**src/rtl/cfb_pkg.sv**
```systemverilog
// ----------------------------------------------------------------------------
// Command frame builder package
// Shared constants and types for the frame builder and its output sequencer.
// ----------------------------------------------------------------------------
package cfb_pkg;

  localparam logic       CMD_BEGIN      = 1'b0;
  localparam logic       CMD_PAYLOAD    = 1'b1;
  localparam logic [7:0] START_MARK     = 8'h3E;
  localparam int unsigned OVERHEAD_BYTES = 5;
  localparam int unsigned MAX_RESULTS   = 5;
  localparam int unsigned CNT_W         = $clog2(MAX_RESULTS + 1);
  localparam int unsigned IDX_W         = $clog2(MAX_RESULTS);

  typedef struct packed {
    logic [7:0] out_byte;
    logic       frame_end;
    logic       too_large;
  } result_t;

  typedef struct packed {
    result_t [MAX_RESULTS-1:0] res;
    logic    [CNT_W-1:0]       count;
  } burst_t;

endpackage

```
**src/rtl/command_frame_builder.sv**
```systemverilog
// ----------------------------------------------------------------------------
// Command frame builder
// Builds serial command frames with an additive checksum.
//
//   Channel  Direction  Handshake              Payload
//   in       input      in_valid_i/in_ready_o  command, cmd_id, payload_size,
//                                              payload_byte
//   out      output     out_valid_o/out_ready_i out_byte, frame_end,
//                                              too_large, run_end
//
// Each input transaction is decoded in the cycle it is accepted and its
// results (one to five; none for a dropped payload byte) are stored in the
// output sequencer, which delivers one per cycle while out_ready_i is high.
// The next transaction is accepted in the cycle the last result of the
// current one is taken.
// Reset closes any open frame and empties the sequencer.
// ----------------------------------------------------------------------------
module command_frame_builder #(
  parameter int unsigned MAX_FRAME_BYTES = 255
) (
  input  logic        clk_i,
  input  logic        rst_ni,
  input  logic        in_valid_i,
  output logic        in_ready_o,
  input  logic        command_i,
  input  logic [7:0]  cmd_id_i,
  input  logic [15:0] payload_size_i,
  input  logic [7:0]  payload_byte_i,
  output logic        out_valid_o,
  input  logic        out_ready_i,
  output logic [7:0]  out_byte_o,
  output logic        frame_end_o,
  output logic        too_large_o,
  output logic        run_end_o
);

  logic            accept;
  logic            free;
  cfb_pkg::burst_t burst;

  assign in_ready_o = free;
  assign accept     = in_valid_i && free;

  cfb_frame_ctrl #(
    .MAX_FRAME_BYTES(MAX_FRAME_BYTES)
  ) u_frame_ctrl (
    .clk_i         (clk_i),
    .rst_ni        (rst_ni),
    .accept_i      (accept),
    .command_i     (command_i),
    .cmd_id_i      (cmd_id_i),
    .payload_size_i(payload_size_i),
    .payload_byte_i(payload_byte_i),
    .burst_o       (burst)
  );

  cfb_out_seq u_out_seq (
    .clk_i      (clk_i),
    .rst_ni     (rst_ni),
    .load_i     (accept),
    .burst_i    (burst),
    .free_o     (free),
    .out_valid_o(out_valid_o),
    .out_ready_i(out_ready_i),
    .out_byte_o (out_byte_o),
    .frame_end_o(frame_end_o),
    .too_large_o(too_large_o),
    .run_end_o  (run_end_o)
  );

endmodule

```
**src/rtl/cfb_frame_ctrl.sv**
```systemverilog
// ----------------------------------------------------------------------------
// Frame control
// Holds the open-frame state and turns one input transaction into the burst
// of frame bytes that it causes.
// ----------------------------------------------------------------------------
module cfb_frame_ctrl #(
  parameter int unsigned MAX_FRAME_BYTES = 255
) (
  input  logic            clk_i,
  input  logic            rst_ni,
  input  logic            accept_i,
  input  logic            command_i,
  input  logic [7:0]      cmd_id_i,
  input  logic [15:0]     payload_size_i,
  input  logic [7:0]      payload_byte_i,
  output cfb_pkg::burst_t burst_o
);

  localparam int unsigned SizeLimit = MAX_FRAME_BYTES - cfb_pkg::OVERHEAD_BYTES;

  logic       open_q, open_d;
  logic [7:0] left_q, left_d;
  logic [7:0] sum_q, sum_d;
  logic [7:0] sum_next;
  logic [7:0] left_next;
  logic [7:0] check_byte;

  assign sum_next   = sum_q + payload_byte_i;
  assign left_next  = left_q - 8'd1;
  assign check_byte = payload_size_i[7:0] + cmd_id_i;

  always_comb begin
    open_d  = open_q;
    left_d  = left_q;
    sum_d   = sum_q;
    burst_o = '0;
    unique case (command_i)
      cfb_pkg::CMD_BEGIN: begin
        open_d = 1'b0;
        left_d = '0;
        sum_d  = '0;
        if (payload_size_i > 16'(SizeLimit)) begin
          burst_o.res[0].too_large = 1'b1;
          burst_o.count            = cfb_pkg::CNT_W'(1);
        end else begin
          burst_o.res[0].out_byte = cfb_pkg::START_MARK;
          burst_o.res[1].out_byte = cmd_id_i;
          burst_o.res[2].out_byte = payload_size_i[7:0];
          burst_o.res[3].out_byte = check_byte;
          if (payload_size_i == '0) begin
            burst_o.res[4].frame_end = 1'b1;
            burst_o.count            = cfb_pkg::CNT_W'(5);
          end else begin
            burst_o.count = cfb_pkg::CNT_W'(4);
            open_d        = 1'b1;
            left_d        = payload_size_i[7:0];
          end
        end
      end
      cfb_pkg::CMD_PAYLOAD: begin
        if (open_q) begin
          sum_d                   = sum_next;
          left_d                  = left_next;
          burst_o.res[0].out_byte = payload_byte_i;
          if (left_next != '0) begin
            burst_o.count = cfb_pkg::CNT_W'(1);
          end else begin
            burst_o.res[1].out_byte  = sum_next;
            burst_o.res[1].frame_end = 1'b1;
            burst_o.count            = cfb_pkg::CNT_W'(2);
            open_d                   = 1'b0;
            sum_d                    = '0;
          end
        end
      end
      default: begin
        burst_o = '0;
      end
    endcase
  end

  always_ff @(posedge clk_i or negedge rst_ni) begin
    if (!rst_ni) begin
      open_q <= 1'b0;
      left_q <= '0;
      sum_q  <= '0;
    end else if (accept_i) begin
      open_q <= open_d;
      left_q <= left_d;
      sum_q  <= sum_d;
    end
  end

endmodule

```
**src/rtl/cfb_out_seq.sv**
```systemverilog
// ----------------------------------------------------------------------------
// Output sequencer
// Holds one burst of frame bytes and delivers it one result per cycle while out_ready_i is high.
// ----------------------------------------------------------------------------
module cfb_out_seq (
  input  logic            clk_i,
  input  logic            rst_ni,
  input  logic            load_i,
  input  cfb_pkg::burst_t burst_i,
  output logic            free_o,
  output logic            out_valid_o,
  input  logic            out_ready_i,
  output logic [7:0]      out_byte_o,
  output logic            frame_end_o,
  output logic            too_large_o,
  output logic            run_end_o
);

  cfb_pkg::result_t [cfb_pkg::MAX_RESULTS-1:0] res_q;
  logic [cfb_pkg::CNT_W-1:0] count_q;
  logic [cfb_pkg::IDX_W-1:0] idx_q;
  cfb_pkg::result_t          cur;
  logic                      last;
  logic                      pop;

  assign out_valid_o = (count_q != '0);
  assign cur         = res_q[idx_q];
  assign last        = (cfb_pkg::CNT_W'(idx_q) == count_q - cfb_pkg::CNT_W'(1));
  assign pop         = out_valid_o && out_ready_i;
  assign free_o      = !out_valid_o || (pop && last);

  assign out_byte_o  = cur.out_byte;
  assign frame_end_o = cur.frame_end;
  assign too_large_o = cur.too_large;
  assign run_end_o   = last;

  always_ff @(posedge clk_i) begin
    if (load_i) begin
      res_q <= burst_i.res;
    end
  end

  always_ff @(posedge clk_i or negedge rst_ni) begin
    if (!rst_ni) begin
      count_q <= '0;
      idx_q   <= '0;
    end else if (load_i) begin
      count_q <= burst_i.count;
      idx_q   <= '0;
    end else if (pop) begin
      if (last) begin
        count_q <= '0;
        idx_q   <= '0;
      end else begin
        idx_q <= idx_q + cfb_pkg::IDX_W'(1);
      end
    end
  end

endmodule

```
**config.mk**
```make
export PLATFORM = sky130hd
export DESIGN_NAME = command_frame_builder
export DESIGN_NICKNAME = d
export VERILOG_FILES = /design/src/rtl/cfb_pkg.sv /design/src/rtl/command_frame_builder.sv /design/src/rtl/cfb_frame_ctrl.sv /design/src/rtl/cfb_out_seq.sv
export SDC_FILE = /design/constraint.sdc
export NUM_CORES = 1
export LEC_CHECK = 0
export ABC_AREA = 1
export BUFFER_PORTS_ARGS = -buffer_cell sky130_fd_sc_hd__buf_4
export CAP_MARGIN = 20
export CORE_MARGIN = 4
export CORE_UTILIZATION = 30
export DETAILED_ROUTE_END_ITERATION = 8
export PLACE_DENSITY = 0.49
export SLEW_MARGIN = 10
export SYNTH_ARGS = -nofsm -noshare
export SYNTH_HDL_FRONTEND = slang
export SYNTH_SLANG_ARGS = --single-unit
```
**constraint.sdc**
```tcl
create_clock -name clk_i -period 5.57 [get_ports clk_i]
set_clock_uncertainty 0.05 [all_clocks]
set_input_delay 0.2785 -clock clk_i [delete_from_list [all_inputs] [get_ports clk_i]]
set_output_delay 0.2785 -clock clk_i [all_outputs]
set_load 0.02 [all_outputs]
```
# After elaboration in Yosys (flattened, before gate mapping)
# Cells that the tools add are included.
# Widths: inputs -> output; s select.
[op_classes]
n_div = 0
order_cmp = 2
n_reduce_logical = 14
n_mul = 0
n_mux = 34
n_eq_ne = 2
bitwise = 1
n_shift = 0
addsub = 5
[ops]
columns = ["op", "n"]
rows = [
  ["$pmux 8 s2", 4],
  ["$mux 8", 7],
  ["$bmux 10 s3", 1],
  ["$mux 3", 7],
  ["$mux 9", 2],
  ["$add 8x8->8", 2],
  ["$gt 16x8->1 const B", 1],
  ["$logic_not 16->1", 1],
  ["$mux 10", 1],
  ["$reduce_bool 8->1", 1],
  ["$sub 8x1->8 const B", 1],
  ["$mux 1", 7],
  ["$mux 6", 1],
  ["$pmux 3 s2", 1],
  ["$reduce_and 2->1", 3],
  ["$lt 3x4->1 const B", 1],
  ["$mux 2", 2],
  ["$reduce_bool 2->1", 2],
  ["$add 3x1->3 const B", 1],
  ["$eq 3x3->1", 1],
  ["$logic_and 1x1->1", 3],
  ["$reduce_bool 3->1", 1],
  ["$sub 3x1->3 const B", 1],
  ["$ne 2x1->1 const B", 1],
  ["5 further kinds", 5],
]
[totals]
latchBits = 0
ff_bits = 58
word_cells = 70
n_memories = 0
output_inout_bits = 13
inputBits = 37
mem_bits_ro = 0
ramBits = 0

# Depth between registers and ports, before layout
[logic_depth]
ltp_word = 7
depth_mapped = 13
mapped_depth_nobuf = 13

# Cells and area by module
# A second synthesis with hierarchy kept.
[hier_totals]
hier_cells = 559
hier_area_um2 = 4584.4
[modules_own_cells]
columns = ["module", "cells_each", "area_per_inst_um2", "instances"]
rows = [
  ["cfb_out_seq", 207, 2327.2, 1],
  ["cfb_frame_ctrl", 350, 2249.7, 1],
  ["command_frame_builder", 2, 7.5, 1],
]

# Worst setup path before layout
# Ideal clock, no wire load.
[synth_path]
path_type = "register to register"
startpoint = "register u_out_seq.count_q[0] (netlist bit)"
endpoint = "register u_frame_ctrl.sum_q[0]"
required_time_ns = 5.402
t_arrival_ns = 2.192
setup_ns = 0.118
stages_incl_launch_ff = 14
path_slack_ns = 3.210
period_less_slack_ns = 2.360
path_buffers = 0
path_cell_list = "dfrtp_1 -> inv_1 -> ha_1 -> ha_1 -> inv_1 -> nand2_1 -> nand2_1 -> nand4_4 -> nand2_4 -> nand2_4 -> inv_2 -> nand2_2 -> nand2_1 -> nand2_1"
[synth_between]
elab_chain_len = 6
elab_cells_between_ends = 9
[synth_rtl]
columns = ["element", "line_no", "text"]
rows = [
  ["start: declaration", "cfb_out_seq.sv:20", "logic [cfb_pkg::CNT_W-1:0] count_q;"],
  ["start signal: assignment", "cfb_out_seq.sv:48", "count_q <= burst_i.count;"],
  ["$sub 3x1->3 / $reduce_bool 3->1 (equally long branches)", "cfb_out_seq.sv:28, cfb_out_seq.sv:26", ""],
  ["$eq 3x3->1 / $logic_and 1x1->1 (equally long branches)", "cfb_out_seq.sv:28, cfb_out_seq.sv:29", ""],
  ["$logic_and 1x1->1", "cfb_out_seq.sv:30", "assign free_o = !out_valid_o || (pop && last);"],
  ["$logic_or 1x1->1 *", "cfb_out_seq.sv:30", ""],
  ["named net in_ready_o", "command_frame_builder.sv:24", "output logic in_ready_o,"],
  ["$logic_and 1x1->1 *", "command_frame_builder.sv:42", "assign accept = in_valid_i && free;"],
  ["named net accept", "command_frame_builder.sv:37", "logic accept;"],
  ["$reduce_and 2->1 (no source line) *", "-", ""],
  ["end signal: assignment", "cfb_frame_ctrl.sv:90", "sum_q <= sum_d;"],
  ["end: declaration", "cfb_frame_ctrl.sv:23", "logic [7:0] sum_q, sum_d;"],
]
# The timed path passes the listed nets; every way through them passes the cells marked *.
# A chain may end at the register's enable or synchronous reset.

# Worst setup path after layout
[layout_path]
startpoint = "register u_out_seq.idx_q[0] (netlist bit)"
endpoint = "register u_frame_ctrl.sum_q[2]"
[layout_between]
elab_chain_len = 5
[layout_rtl]
columns = ["element", "line_no", "text"]
rows = [
  ["start: declaration", "cfb_out_seq.sv:21", "logic [cfb_pkg::IDX_W-1:0] idx_q;"],
  ["start signal: assignment", "cfb_out_seq.sv:55", "idx_q <= idx_q + cfb_pkg::IDX_W'(1);"],
  ["$eq 3x3->1", "cfb_out_seq.sv:28", "assign last = (cfb_pkg::CNT_W'(idx_q) == count_q - cfb_pkg::CNT_W'(1));"],
  ["$logic_and 1x1->1", "cfb_out_seq.sv:30", ""],
  ["$logic_or 1x1->1", "cfb_out_seq.sv:30", ""],
  ["$logic_and 1x1->1", "command_frame_builder.sv:42", ""],
  ["named net accept", "command_frame_builder.sv:37", ""],
  ["$reduce_and 2->1 (no source line)", "-", ""],
]
# The timed path passes the listed nets, and every way through them passes these cells.

==> flow_summary.ini <==
[routing]
vias_per_cell = 4.69
wl_um = 10800
ant_nets = 0
drtPass1Iterations = 4
wl_per_cell_um = 15.3
drc = 0
num_vias = 3298
drtIter0Drc = 179

[pwr]
ir_worst_vdd_v = 0.000164
p_leak_nw = 2.30
p_per_area_nw_per_um2 = 423

[critical_path]
crit_type = reg -> reg
r2r_end = u_frame_ctrl.sum_q[2]
path_max_fanout = 38
r2r-start = u_out_seq.idx_q[0]
arrival_ns = 3.02
r2r_slack_ns = 2.71
cp-start-kind = flip-flop
end_kind = flip-flop
r2r_cells = 10
required_ns = 5.73

[sta]
tightest_slew_ns = 0.790
finalCriticalPeriod_ns = 2.86
hold_viol_final = 0
hold_slack_ns = 0.193
finalWorstSetupSlack_ns = 2.71
slew_headroom_pct = 47.2
final-setup-viol-count = 0
slew_violations = 0
fin_crit_sh_pct = 51.3
max_freq_ghz = 0.350
rsz0062_at_grt = no
setup_tns_ns = 0

[cts]
cts_sinks = 58
root_buffer = clkbuf_16
cts_resized = 0
path_clk_slew_ns = 0.06
cts_tree = built
post_cts_buffers = 0
postCtsHoldBufs = 1
clk_latency_ns = 0.33
ctsHtreeMaxLevel = 3
cts_buffers = 9
max-clock-path-buffers = 2

[grt]
grt_pass1_wl_um = 17100
overflow = 0
grt_pass1_vias = 3180
grt_use_total_pct = 15.3
grt_max_degree = 39
antenna_found_initial = 0

[yosys]
yosys_warnings = 0
synth.top_cell.area_share_pct = 27.7
synth-simple-area-share_pct = 32.4
synth_edf_count = 35
synth-seq-cells = 58
synthMuxAreaShare_pct = 0
syn_nets = 539
synth_seq_area_share_pct = 42.8
yosysMostFrequentCell = nand2_1
netlist_area_um2 = 3800
ys_top_cells_by_count = nand2_1, nor2_1, inv_1
synth_top_family_by_area = simple AND/OR/NAND/NOR gates
avgSynthCellArea_um2 = 7.89
synthAdderAreaFrac_pct = 7.31
synth-xor-area-share_pct = 1.85
syn_inst = 481
async_flop_share_pct = 39.7
synth_compound_area_share_pct = 8.17
synth_top_cell_by_area = edfxtp_1
synth_cell_type_count = 38
synth.area.top_cells = edfxtp_1, dfrtp_1, nand2_1
synth_flop_cell = edfxtp_1

[layout]
n_fill_cell = 1362
regArea_um2 = 1630
drive_gt1_share_pct = 16.4
multiInputGateArea_um2 = 1890
final_area_um2 = 4590
diodes = 0
syn_to_final_growth_pct = 20.9
nets = 588
utilization_pct = 37.6

[die]
fp.dieW_um = 121
coreArea_um2 = 12200
num_io_pins = 50
rows = 40
fp.dieH_um = 121
die_area_um2 = 14500
start_util_pct = 31.1

[min_path]
min_to = u_out_seq.res_q[4]
hold_depth = 3
holdCritPathClass = in -> reg
hp-start = payload_byte_i[2]

[place]
io_buffers = 49
dp_hpwl_um = 8360
gp_congestion = 0.845
post_dp_cell_area_um2 = 4300
dp_worst_setup_slack_ns = 2.69

[run]
drv_cap = 0

[status]
run_status = complete, no violations
## routing by layer
layer,part of all wire (%),wire [um],vias up,global-route usage (%)
met5,0,0,-,0
met4,1.1,116,0,3.75
met3,4.1,438,9,3.18
met2,46,4970,62,23.8
met1,49,5230,1543,21.8
li1,-,-,1684,-
## how the worst max path moves through the flow
stage / startpoint / endpoint / slack (ns)
after floorplan: u_out_seq.count_q[0] / u_frame_ctrl.sum_q[0] / 3.21
after global placement: u_out_seq.idx_q[0] / u_frame_ctrl.sum_q[7] / 2.82
after detailed placement: u_out_seq.idx_q[0] / u_frame_ctrl.sum_q[2] / 2.69
after CTS: u_out_seq.idx_q[0] / u_frame_ctrl.sum_q[2] / 2.68
after global routing: u_out_seq.idx_q[0] / u_frame_ctrl.sum_q[2] / 2.46
final: u_out_seq.idx_q[0] / u_frame_ctrl.sum_q[2] / 2.71
## stage by stage
stage,total power [mW],std cells
after global placement,1.44,686
final,1.94,703
after CTS,1.96,703
after global routing,2.09,703
after floorplan,1.18,481
after detailed placement,1.44,686
## cells in the final DEF, fill, tap and decap left out, drive strengths merged
master         n
nand2        128
nor2          80
inv           57
buf           49
nand3         40
edfxtp        35
o21ai         29
dfrtp         23
a21oi         19
ha            19
nand4         15
clkbuf         9
xor2           5
clkinv         4
xnor2          3
a21o           3
or2            2
a31oi          2
o22ai          2
fa             2
clkinvlp       2
nor3           1
nand3b         1
o21a           1
a21boi         1
nor3b          1
nor4           1
dlygate4sd3    1
## report_power, final
group	internal (mW)	leakage, nW	switching (mW)	total (mW)
registers	0.557	0.656	0.0790	0.636
logic	0.281	1.51	0.511	0.793
clock network	0.303	0.130	0.209	0.513
total	1.14	2.30	0.800	1.94
## worst max-delay path, cell delays in order, from the launching register on
cell and delay, ns:
dfrtp_1 0.61, inv_2 0.37, nand2_1 0.09, nand2_1 0.13
nand4_4 0.14, nand2_4 0.10, nand2_4 0.10, inv_2 0.59
nand2_2 0.32, nand2_1 0.14, nand2_1 0.07
## cell type report
type | instances | area share (%)
clock buffers | 9 | 4.91
clock inverters | 7 | 1.17
inverters | 56 | 4.58
multi-input cells | 355 | 41.1
flip-flops and latches | 58 | 35.4
well taps | 168 | 4.58
repair buffers | 50 | 8.23
## flip-flops by register name, indices dropped and copies added (netlist names)
signal / count
u_out_seq.idx_q: 3
u_frame_ctrl.open_q: 1
u_frame_ctrl.sum_q: 8
u_out_seq.count_q: 3
u_frame_ctrl.left_q: 8
u_out_seq.res_q: 35
## cells by family after synthesis
family,count (synthesis)
buffers and inverters,68
xor gates and xnor gates,8
DFF,58
and+or+nand+nor,269
adders and majority gates,21
AOI/OAI and AO/OA,57
Power figures use the tool's default switching activity.
